--- src/hw/rtl/neighbor_etx_table_unit_defines.svh ---
// Assertion helpers for the neighbor table; clock and reset are the ports of the top level.
`ifndef NEIGHBOR_ETX_TABLE_UNIT_DEFINES_SVH
`define NEIGHBOR_ETX_TABLE_UNIT_DEFINES_SVH

// Same-cycle implication.
`define NETX_ASSERT_NOW(label, ante, cons) \
   label: assert property (@(posedge clock) disable iff (reset) (ante) |-> (cons)) \
      else $error("neighbor table check failed");

// Next-cycle implication.
`define NETX_ASSERT_NEXT(label, ante, cons) \
   label: assert property (@(posedge clock) disable iff (reset) (ante) |=> (cons)) \
      else $error("neighbor table check failed");

`endif

--- src/hw/rtl/netx_pkg.sv ---
`default_nettype none

package netx_pkg;

   localparam int NEIGHBORS   = 16;
   localparam int IDX_W       = (NEIGHBORS > 1) ? $clog2(NEIGHBORS) : 1;
   localparam int ADDR_W      = 64;
   localparam int METRIC_W    = 12;
   localparam int ALPHA_W     = 7;
   localparam int PENALTY_W   = 8;
   localparam int PROD_W      = 19;
   localparam int RECIP_W     = PROD_W + 20;
   localparam int RECIP_SHIFT = 26;
   localparam int CSR_IDX_W   = 2;
   localparam int CSR_DATA_W  = 8;

   localparam logic [1:0] CMD_SENT  = 2'd0;
   localparam logic [1:0] CMD_RECV  = 2'd1;
   localparam logic [1:0] CMD_QUERY = 2'd2;

   localparam logic [1:0] TX_OK    = 2'd0;
   localparam logic [1:0] TX_NOACK = 2'd1;

   localparam logic [CSR_IDX_W-1:0] CSR_NOTIFY_ENABLE = 2'd0;
   localparam logic [CSR_IDX_W-1:0] CSR_EWMA_ALPHA    = 2'd1;
   localparam logic [CSR_IDX_W-1:0] CSR_NOACK_PENALTY = 2'd2;

   localparam logic [METRIC_W-1:0]  LIMIT_FIX     = 12'd240;
   localparam logic [ALPHA_W-1:0]   WEIGHT_SCALE  = 7'd100;
   localparam logic [ALPHA_W-1:0]   ALPHA_RESET   = 7'd90;
   localparam logic [PENALTY_W-1:0] PENALTY_RESET = 8'd15;
   localparam logic [19:0]          RECIP_MUL     = 20'd671088;

   typedef struct packed {
      logic [1:0]        cmd;
      logic [ADDR_W-1:0] link_addr;
      logic [1:0]        tx_status;
      logic [7:0]        tx_count;
   } req_word_type;

   typedef struct packed {
      logic [METRIC_W-1:0] metric;
      logic                known;
      logic                stored;
      logic                changed;
      logic                notify;
      logic                added;
      logic                table_full;
      logic                ignored;
   } rsp_word_type;

   typedef struct packed {
      logic load;
      logic lookup;
      logic mult;
      logic sum;
      logic recip;
      logic finish;
   } dp_cmd_type;

   typedef struct packed {
      logic slow;
   } dp_stat_type;

endpackage

`default_nettype wire

--- src/hw/rtl/netx_ctrl.sv ---
`default_nettype none

module netx_ctrl (
   input  wire logic               clock,
   input  wire logic               reset,
   input  wire logic               req_valid,
   output logic                    req_stall,
   output logic                    rsp_valid,
   input  wire logic               rsp_stall,
   input  wire netx_pkg::dp_stat_type dp_stat,
   output netx_pkg::dp_cmd_type    dp_cmd
);

   typedef enum logic [2:0] {
      ST_IDLE,
      ST_LOOKUP,
      ST_MULT,
      ST_SUM,
      ST_RECIP,
      ST_FINISH
   } state_type;

   state_type state_ff;
   state_type state_in;
   logic      rsp_valid_ff;
   logic      rsp_valid_in;

   always_comb begin
      dp_cmd       = '0;
      state_in     = state_ff;
      rsp_valid_in = rsp_valid_ff;
      if (rsp_valid_ff && !rsp_stall) begin
         rsp_valid_in = 1'b0;
      end
      case (state_ff)
         ST_IDLE: begin
            if (req_valid) begin
               dp_cmd.load = 1'b1;
               state_in    = ST_LOOKUP;
            end
         end
         ST_LOOKUP: begin
            dp_cmd.lookup = 1'b1;
            state_in      = ST_MULT;
         end
         ST_MULT: begin
            dp_cmd.mult = 1'b1;
            state_in    = dp_stat.slow ? ST_SUM : ST_FINISH;
         end
         ST_SUM: begin
            dp_cmd.sum = 1'b1;
            state_in   = ST_RECIP;
         end
         ST_RECIP: begin
            dp_cmd.recip = 1'b1;
            state_in     = ST_FINISH;
         end
         ST_FINISH: begin
            // hold until the output register is free
            if (!rsp_valid_ff || !rsp_stall) begin
               dp_cmd.finish = 1'b1;
               rsp_valid_in  = 1'b1;
               state_in      = ST_IDLE;
            end
         end
         default: begin
            state_in = ST_IDLE;
         end
      endcase
   end

   always_ff @(posedge clock) begin
      if (reset) begin
         state_ff     <= ST_IDLE;
         rsp_valid_ff <= 1'b0;
      end else begin
         state_ff     <= state_in;
         rsp_valid_ff <= rsp_valid_in;
      end
   end

   assign req_stall = (state_ff != ST_IDLE);
   assign rsp_valid = rsp_valid_ff;

endmodule

`default_nettype wire

--- src/hw/rtl/netx_dpath.sv ---
`default_nettype none

module netx_dpath (
   input  wire logic                                clock,
   input  wire logic                                reset,
   input  wire logic                                csr_write,
   input  wire logic [netx_pkg::CSR_IDX_W-1:0]      csr_index,
   input  wire logic [netx_pkg::CSR_DATA_W-1:0]     csr_wdata,
   input  wire netx_pkg::req_word_type              req_data,
   input  wire netx_pkg::dp_cmd_type                dp_cmd,
   output netx_pkg::dp_stat_type                    dp_stat,
   output netx_pkg::rsp_word_type                   rsp_data
);

   logic                               notify_en_ff;
   logic [netx_pkg::ALPHA_W-1:0]       alpha_ff;
   logic [netx_pkg::PENALTY_W-1:0]     penalty_ff;

   logic [netx_pkg::NEIGHBORS-1:0]     valid_ff;
   logic [netx_pkg::ADDR_W-1:0]        addr_ff   [netx_pkg::NEIGHBORS];
   logic [netx_pkg::METRIC_W-1:0]      metric_ff [netx_pkg::NEIGHBORS];

   netx_pkg::req_word_type             item_ff;
   netx_pkg::rsp_word_type             rsp_ff;
   netx_pkg::rsp_word_type             rsp_in;

   logic [netx_pkg::NEIGHBORS-1:0]     match;
   logic                               hit_ff, hit_in;
   logic [netx_pkg::IDX_W-1:0]         hit_idx_ff, hit_idx_in;
   logic                               free_ff, free_in;
   logic [netx_pkg::IDX_W-1:0]         free_idx_ff, free_idx_in;

   logic                               ignore;
   logic                               is_sent;
   logic                               add_mode;
   logic [netx_pkg::ALPHA_W-1:0]       alpha_c;
   logic [netx_pkg::METRIC_W-1:0]      old_ff, old_in;
   logic [netx_pkg::METRIC_W-1:0]      sample_ff, sample_in;
   logic                               slot_ok_ff, slot_ok_in;
   logic [netx_pkg::IDX_W-1:0]         slot_idx_ff, slot_idx_in;
   logic                               added_ff, added_in;
   logic                               full_ff, full_in;
   logic                               slow_ff, slow_in;
   logic [netx_pkg::PROD_W-1:0]        prod_a_ff, prod_a_in;
   logic [netx_pkg::PROD_W-1:0]        prod_b_ff, prod_b_in;
   logic [netx_pkg::PROD_W-1:0]        num_ff, num_in;
   logic [netx_pkg::RECIP_W-1:0]       recip_prod;
   logic [netx_pkg::METRIC_W-1:0]      q0_ff, q0_in;
   logic [netx_pkg::PROD_W-1:0]        rem;
   logic [netx_pkg::METRIC_W-1:0]      fresh_slow;
   logic [netx_pkg::METRIC_W-1:0]      fresh;
   logic [netx_pkg::METRIC_W-1:0]      recorded;

   // configuration
   always_ff @(posedge clock) begin
      if (reset) begin
         notify_en_ff <= 1'b0;
         alpha_ff     <= netx_pkg::ALPHA_RESET;
         penalty_ff   <= netx_pkg::PENALTY_RESET;
      end else if (csr_write) begin
         case (csr_index)
            netx_pkg::CSR_NOTIFY_ENABLE: notify_en_ff <= csr_wdata[0];
            netx_pkg::CSR_EWMA_ALPHA:    alpha_ff     <= csr_wdata[netx_pkg::ALPHA_W-1:0];
            netx_pkg::CSR_NOACK_PENALTY: penalty_ff   <= csr_wdata;
            default: begin
            end
         endcase
      end
   end

   assign is_sent  = (item_ff.cmd == netx_pkg::CMD_SENT);
   assign ignore   = (item_ff.link_addr == '0)
                  || ((item_ff.cmd != netx_pkg::CMD_SENT)
                      && (item_ff.cmd != netx_pkg::CMD_RECV)
                      && (item_ff.cmd != netx_pkg::CMD_QUERY))
                  || (is_sent && (item_ff.tx_status != netx_pkg::TX_OK)
                      && (item_ff.tx_status != netx_pkg::TX_NOACK));
   assign add_mode = !ignore && ((item_ff.cmd == netx_pkg::CMD_RECV)
                  || (is_sent && (item_ff.tx_status == netx_pkg::TX_OK)));

   // lookup: parallel compare, lowest matching and lowest free entry
   always_comb begin
      hit_idx_in  = '0;
      free_idx_in = '0;
      for (int i = 0; i < netx_pkg::NEIGHBORS; i++) begin
         match[i] = valid_ff[i] && (addr_ff[i] == item_ff.link_addr);
      end
      for (int i = netx_pkg::NEIGHBORS - 1; i >= 0; i--) begin
         if (match[i]) begin
            hit_idx_in = netx_pkg::IDX_W'(i);
         end
         if (!valid_ff[i]) begin
            free_idx_in = netx_pkg::IDX_W'(i);
         end
      end
      hit_in  = |match;
      free_in = ~&valid_ff;
   end

   // slot resolve and products
   always_comb begin
      old_in      = hit_ff ? metric_ff[hit_idx_ff] : '0;
      slot_ok_in  = !ignore && (hit_ff || (add_mode && free_ff));
      slot_idx_in = hit_ff ? hit_idx_ff : free_idx_ff;
      added_in    = add_mode && !hit_ff && free_ff;
      full_in     = add_mode && !hit_ff && !free_ff;
      sample_in   = (item_ff.tx_status == netx_pkg::TX_OK)
                  ? {item_ff.tx_count, 4'b0000} : {penalty_ff, 4'b0000};
      slow_in     = !ignore && is_sent && hit_ff && (old_in != '0);
      alpha_c     = (alpha_ff > netx_pkg::WEIGHT_SCALE) ? netx_pkg::WEIGHT_SCALE : alpha_ff;
      prod_a_in   = netx_pkg::PROD_W'(old_in) * netx_pkg::PROD_W'(alpha_c);
      prod_b_in   = netx_pkg::PROD_W'(sample_in)
                  * netx_pkg::PROD_W'(netx_pkg::WEIGHT_SCALE - alpha_c);
   end

   assign dp_stat.slow = slow_in;

   // divide by 100: reciprocal estimate, then one correction step
   assign num_in     = prod_a_ff + prod_b_ff;
   assign recip_prod = netx_pkg::RECIP_W'(num_ff) * netx_pkg::RECIP_W'(netx_pkg::RECIP_MUL);
   assign q0_in      = recip_prod[netx_pkg::RECIP_SHIFT +: netx_pkg::METRIC_W];
   assign rem        = num_ff
                     - netx_pkg::PROD_W'(q0_ff) * netx_pkg::PROD_W'(netx_pkg::WEIGHT_SCALE);
   assign fresh_slow = (rem >= netx_pkg::PROD_W'(netx_pkg::WEIGHT_SCALE))
                     ? q0_ff + netx_pkg::METRIC_W'(1) : q0_ff;
   assign fresh      = slow_ff ? fresh_slow : sample_ff;
   assign recorded   = slow_ff ? old_ff : netx_pkg::LIMIT_FIX;

   always_comb begin
      rsp_in = '0;
      if (ignore) begin
         rsp_in.ignored = 1'b1;
      end else begin
         case (item_ff.cmd)
            netx_pkg::CMD_QUERY, netx_pkg::CMD_RECV: begin
               rsp_in.metric     = slot_ok_ff ? old_ff : netx_pkg::LIMIT_FIX;
               rsp_in.known      = slot_ok_ff;
               rsp_in.added      = added_ff;
               rsp_in.table_full = full_ff;
            end
            netx_pkg::CMD_SENT: begin
               rsp_in.metric     = fresh;
               rsp_in.known      = slot_ok_ff;
               rsp_in.added      = added_ff;
               rsp_in.table_full = full_ff;
               rsp_in.stored     = slot_ok_ff;
               rsp_in.changed    = slot_ok_ff && (fresh != recorded);
               rsp_in.notify     = slot_ok_ff && notify_en_ff;
            end
            default: begin
               rsp_in.ignored = 1'b1;
            end
         endcase
      end
   end

   always_ff @(posedge clock) begin
      if (dp_cmd.load) begin
         item_ff <= req_data;
      end
      if (dp_cmd.lookup) begin
         hit_ff      <= hit_in;
         hit_idx_ff  <= hit_idx_in;
         free_ff     <= free_in;
         free_idx_ff <= free_idx_in;
      end
      if (dp_cmd.mult) begin
         old_ff      <= old_in;
         sample_ff   <= sample_in;
         slot_ok_ff  <= slot_ok_in;
         slot_idx_ff <= slot_idx_in;
         added_ff    <= added_in;
         full_ff     <= full_in;
         slow_ff     <= slow_in;
         prod_a_ff   <= prod_a_in;
         prod_b_ff   <= prod_b_in;
      end
      if (dp_cmd.sum) begin
         num_ff <= num_in;
      end
      if (dp_cmd.recip) begin
         q0_ff <= q0_in;
      end
      if (dp_cmd.finish) begin
         rsp_ff <= rsp_in;
         if (added_ff) begin
            addr_ff[slot_idx_ff] <= item_ff.link_addr;
         end
         if (added_ff || (is_sent && slot_ok_ff)) begin
            metric_ff[slot_idx_ff] <= is_sent ? fresh : '0;
         end
      end
   end

   always_ff @(posedge clock) begin
      if (reset) begin
         valid_ff <= '0;
      end else if (dp_cmd.finish && added_ff) begin
         valid_ff[slot_idx_ff] <= 1'b1;
      end
   end

   assign rsp_data = rsp_ff;

endmodule

`default_nettype wire

--- src/hw/rtl/neighbor_etx_table_unit.sv ---
// Neighbor ETX table: a 16-entry table of 64-bit link addresses with ETX metrics
// in 1/16 units, averaged with a programmable weight.
// Input channel req_*: one word per command (sent, received, query); the unit takes
// one word at a time and holds req_stall high until that word has moved to the
// output register.
// Result channel rsp_*: exactly one word per accepted command, in order.
// Steps: a query, a received event or a sent event without an average passes lookup,
// multiply and finish; a sent event that averages also passes the sum and the
// reciprocal multiply of the divide by 100, all walked by the sequencer on one
// shared datapath. A new word is taken only once the last one has reached the
// output register.
// A finished word waits in the output register while rsp_stall is high; the next
// word is accepted meanwhile and runs up to its final step, where it holds.
// Configuration via csr_*: write only while idle. Reset empties the table and
// restores the register defaults (alpha 90, penalty 15, notifications off).

`default_nettype none

`include "neighbor_etx_table_unit_defines.svh"

module neighbor_etx_table_unit (
   input  wire logic                            clock,
   input  wire logic                            reset,
   input  wire logic                            csr_write,
   input  wire logic [netx_pkg::CSR_IDX_W-1:0]  csr_index,
   input  wire logic [netx_pkg::CSR_DATA_W-1:0] csr_wdata,
   input  wire logic                            req_valid,
   output logic                                 req_stall,
   input  wire netx_pkg::req_word_type          req_data,
   output logic                                 rsp_valid,
   input  wire logic                            rsp_stall,
   output netx_pkg::rsp_word_type               rsp_data
);

   netx_pkg::dp_cmd_type  dp_cmd;
   netx_pkg::dp_stat_type dp_stat;

   netx_ctrl u_ctrl (
      .clock     (clock),
      .reset     (reset),
      .req_valid (req_valid),
      .req_stall (req_stall),
      .rsp_valid (rsp_valid),
      .rsp_stall (rsp_stall),
      .dp_stat   (dp_stat),
      .dp_cmd    (dp_cmd)
   );

   netx_dpath u_dpath (
      .clock     (clock),
      .reset     (reset),
      .csr_write (csr_write),
      .csr_index (csr_index),
      .csr_wdata (csr_wdata),
      .req_data  (req_data),
      .dp_cmd    (dp_cmd),
      .dp_stat   (dp_stat),
      .rsp_data  (rsp_data)
   );

   `NETX_ASSERT_NEXT(a_busy_after_accept, req_valid && !req_stall, req_stall)
   `NETX_ASSERT_NEXT(a_finish_gives_word, dp_cmd.finish, rsp_valid)
   `NETX_ASSERT_NOW(a_no_overwrite, dp_cmd.finish, !(rsp_valid && rsp_stall))
   `NETX_ASSERT_NOW(a_one_step, 1'b1, $onehot0(dp_cmd))

endmodule

`default_nettype wire
--- config.mk ---
export PLATFORM = sky130hd
export DESIGN_NAME = neighbor_etx_table_unit
export DESIGN_NICKNAME = d
export VERILOG_FILES = /design/src/hw/rtl/netx_pkg.sv /design/src/hw/rtl/netx_ctrl.sv /design/src/hw/rtl/netx_dpath.sv /design/src/hw/rtl/neighbor_etx_table_unit.sv
export VERILOG_INCLUDE_DIRS = /design/src /design/src/hw/rtl
export SDC_FILE = /design/constraint.sdc
export NUM_CORES = 2
export LEC_CHECK = 0
export ABC_CLOCK_PERIOD_IN_PS = 6700
export BUFFER_PORTS_ARGS = -buffer_cell sky130_fd_sc_hd__buf_4
export CAP_MARGIN = 20
export CORE_MARGIN = 2
export CORE_UTILIZATION = 54
export DETAILED_ROUTE_END_ITERATION = 16
export PLACE_DENSITY = 0.73
export SYNTH_ARGS = -nofsm -noshare
export SYNTH_HDL_FRONTEND = slang
export SYNTH_SLANG_ARGS = --single-unit
--- constraint.sdc ---
create_clock -name clock -period 6.7 [get_ports clock]
set_input_delay 1.005 -clock clock [delete_from_list [all_inputs] [get_ports clock]]
set_output_delay 1.005 -clock clock [all_outputs]
set_load 0.02 [all_outputs]
==> metrics.yaml <==
initial_utilization_pct: 54.5
cts.sinks: 1450
total_power_uw: 23400
drive_gt1_share_pct: 13.1
clock_latency_ns: 0.81
path_class: "register to register"
grt.overflow.total: 0
vias_per_cell: 6.17
wl_per_cell_um: 28.9
numPortBuffers: 111
grt_max_degree: 66
outcome: "finished, final reports clean"
synth_cell_types: 85
antenna_left: 0
syn_area_sq_mm: 0.0718
cts_tree: "yes"
crit_buf_inv: 5
synth.top_cell.area_share_pct: 59.1
finalCritPeriodShare_pct: 96.1
path_cells: "buf_4 > clkbuf_16 > mux4_2 > mux4_2 > and2_1 > nand2_1 > fa_1 > fa_1 > fa_1 > inv_1 > fa_1 > ha_1 > inv_1 > o21bai_1 > a21oi_2 > o21bai_1 > a21oi_2 > nor2b_1 > o21a_1 > o41ai_1 > buf_4 > o2111ai_1 > a21oi_1 > xnor2_1"
vias: 44600
max-vdd-ir-drop_v: 0.000319
drcViolationCount: 0
antenna_found_initial: 5
ff_latch_area_sq_mm: 0.0432
power.density_mw_per_mm2: 287
grt_pass1_wl_um: 301000
grt_pass1_vias: 44800
core_region_area_sq_mm: 0.132
drt-pass1-iter-count: 6
synth_top_cell_by_area: "edfxtp_1"
syn2layout_area_growth_pct: 13.3
cp.required_ns: 7.23
finalHoldViolCount: 0
synth-warning-count: 0
ioPinCount: 112
numCtsBuffers: 147
root_buffer: "clkbuf_16"
synth-async-reset-ratio_pct: 0
switchingPower_uw: 6650
finalWirelength_um: 208000
slowest_delay_ns: 0.57
drv_cap: 0
p_int_uw: 16700
clkPwrFrac_pct: 35.3
p_sw_share_pct: 28.4
crit_family: "adder cells"
seq_power_share_pct: 44.2
multi_input_area_sq_mm: 0.0264
tightest_slew_ns: 1.23
hpwlAfterDp_um: 141000
yosysMostFrequentCell: "edfxtp_1"
gp_congestion: 0.993
fin_crit_ns: 6.44
synth_common_cells: "edfxtp_1 (1414), inv_1 (462), xor2_1 (454), xnor2_1 (394), ha_1 (307)"
ys.flop_type: "edfxtp_1"
p_leak_uw: 0.0294
avgSynthCellArea_sq_um: 14.3
die_w_um: 369
drv_slew: 0
worstHoldPathType: "primary input to register"
ys_seq_area_share_pct: 60.1
cts_buffer_depth: 3
ctsHtreeMaxLevel: 4
crit_top_cell: "fa_1"
stdcell_area_sq_mm: 0.0814
n_fill_cell: 9764
grt_usage_pct: 30.8
num_rows: 133
nets: 5971
combPwrFrac_pct: 20.5
syn_inst: 5006
crit_path_end_kind: "register"
crit_arrival_ns: 6.97
crit_slowest_cell: "mux4_2"
cp-start-kind: "register"
max_freq_mhz: 155
path_clk_slew_ns: 0.07
die_h_um: 369
synth_seq_cells: 1450
slew_headroom_pct: 17.0
crit_fanout: 10
synth_edf_count: 1414
die_area_sq_mm: 0.136
setup_violations: 0
synth_area_leaders: "edfxtp_1 (59%), fa_1 (6.4%), xor2_1 (5.5%)"
fin_skew_ns: 0.0473
drtIter0Drc: 5502
placed_area_sq_mm: 0.0762
==> cell families after synthesis <==
kind of cell	after synthesis	share of synthesized area [%]
other	2	0.0105
xor gates and xnor gates	849	10.4
muxes	85	2.24
DFF	1450	60.1
and+or+nand+nor	885	6.56
buffers and inverters	655	3.44
adders and majority gates	538	11.8
AOI/OAI and AO/OA	542	5.44
==> routing by layer <==
metal | routed length [um] | track usage [%] | vias to the layer above
li1 | - | - | 19000
met1 | 76300 | 39.0 | 22300
met2 | 97100 | 49.1 | 2622
met3 | 19900 | 6.07 | 647
met4 | 15000 | 18.6 | 2
met5 | 7 | 0 | -
==> through the flow <==
stage | utilization [%] | cells | hold slack (ns) | TNS, ns | setup WS (ns)
2_1_floorplan | - | 5016 | 0.400 | 0 | 0.00933
4_1_cts | 61.5 | 7197 | 0.324 | 0 | 0.00596
3_5_place_dp | 57.8 | 6925 | 0.406 | 0 | 0.0382
6_report | 61.7 | 7221 | 0.372 | 0 | 0.260
3_3_place_gp | 57.8 | 6924 | 0.404 | 0 | 0.209
5_1_grt | 61.7 | 7220 | 0.344 | -0.0375 | -0.0154
==> registers in the layout, indices dropped and copies added, names as in the netlist, 3 cells and up <==
signal               flops
u_dpath.q0_ff           12
u_dpath.addr_ff       1024
u_dpath.sample_ff        8
u_dpath.metric_ff      192
u_dpath.num_ff          19
u_ctrl.state_ff          3
u_dpath.rsp_data        19
u_dpath.slot_idx_ff      4
u_dpath.prod_b_ff       15
u_dpath.old_ff          12
u_dpath.penalty_ff       8
u_dpath.valid_ff        16
u_dpath.alpha_ff         7
u_dpath.hit_idx_ff       4
u_dpath.free_idx_ff      4
u_dpath.item_ff         76
u_dpath.prod_a_ff       19
==> cell usage in the layout, fill, tap and decap left out, drive strengths merged, types with 10 or more instances in the layout <==
cell type  synthesis  layout
edfxtp          1414    1414
inv              463     471
xor2             454     454
xnor2            394     394
buf               55     354
ha               307     307
fa               231     231
clkbuf           124     191
nor4             170     170
nand2            163     163
nor2             162     162
nand4            137     137
a21oi             88      88
o22ai             83      83
clkinv            13      68
mux4              60      60
o21ai             55      55
o2bb2ai           41      41
nor3              41      41
and2              40      40
a221oi            38      38
dfxtp             36      36
nand3             33      33
a22o              32      32
and3              31      31
nor2b             31      31
nand2b            29      29
a21o              24      24
a22oi             21      21
o21bai            20      20
mux2i             17      17
o2111ai           15      15
a211oi            13      13
conb               2      12
bufinv             0      12
o21a              11      11
o221ai            11      11
or4               10      10
nand3b            10      10
==> final cells by class <==
cell class | count | area share [%]
multi-input cells | 2911 | 32.5
repair buffers | 356 | 3.59
flip-flops and latches | 1450 | 53.1
clock buffers | 189 | 4.83
clock inverters | 83 | 1.09
diodes | 1 | 0.00308
well taps | 1755 | 2.70
inverters | 476 | 2.20
==> path summary, 6_finish.rpt <==
kind	from	endpoint	slack, ns	cells past startpoint
hold reg to reg	u_dpath.prod_a_ff[3]$_DFFE_PP_	u_dpath.num_ff[3]$_DFFE_PN_	0.43	0
setup reg to reg	u_dpath.hit_idx_ff[0]$_SDFFCE_PP0P_	u_dpath.prod_a_ff[18]$_DFFE_PP_	0.26	24
hold / removal	req_data[41]	u_dpath.item_ff[41]$_DFFE_PP_	0.37	1
setup / recovery	u_dpath.hit_idx_ff[0]$_SDFFCE_PP0P_	u_dpath.prod_a_ff[18]$_DFFE_PP_	0.26	24
==> power groups by stage <==
stage | registers [uW] | clock network (uW) | logic (uW)
final | 10300 | 8240 | 4780
after detailed placement | 10500 | 0 | 4660
after CTS | 10300 | 8300 | 4710
after global placement | 10500 | 0 | 4590
after global routing | 10300 | 8640 | 5280
after floorplan | 10500 | 0 | 3090
==> what timing repair did <==
item | CTS | global route
buffers inserted | 0 | 18
setup endpoints to repair | 0 | 175
hold buffers | 0 | 0
gates resized for setup | 0 | 30
No activity file was read; power rests on OpenSTA's default activity.
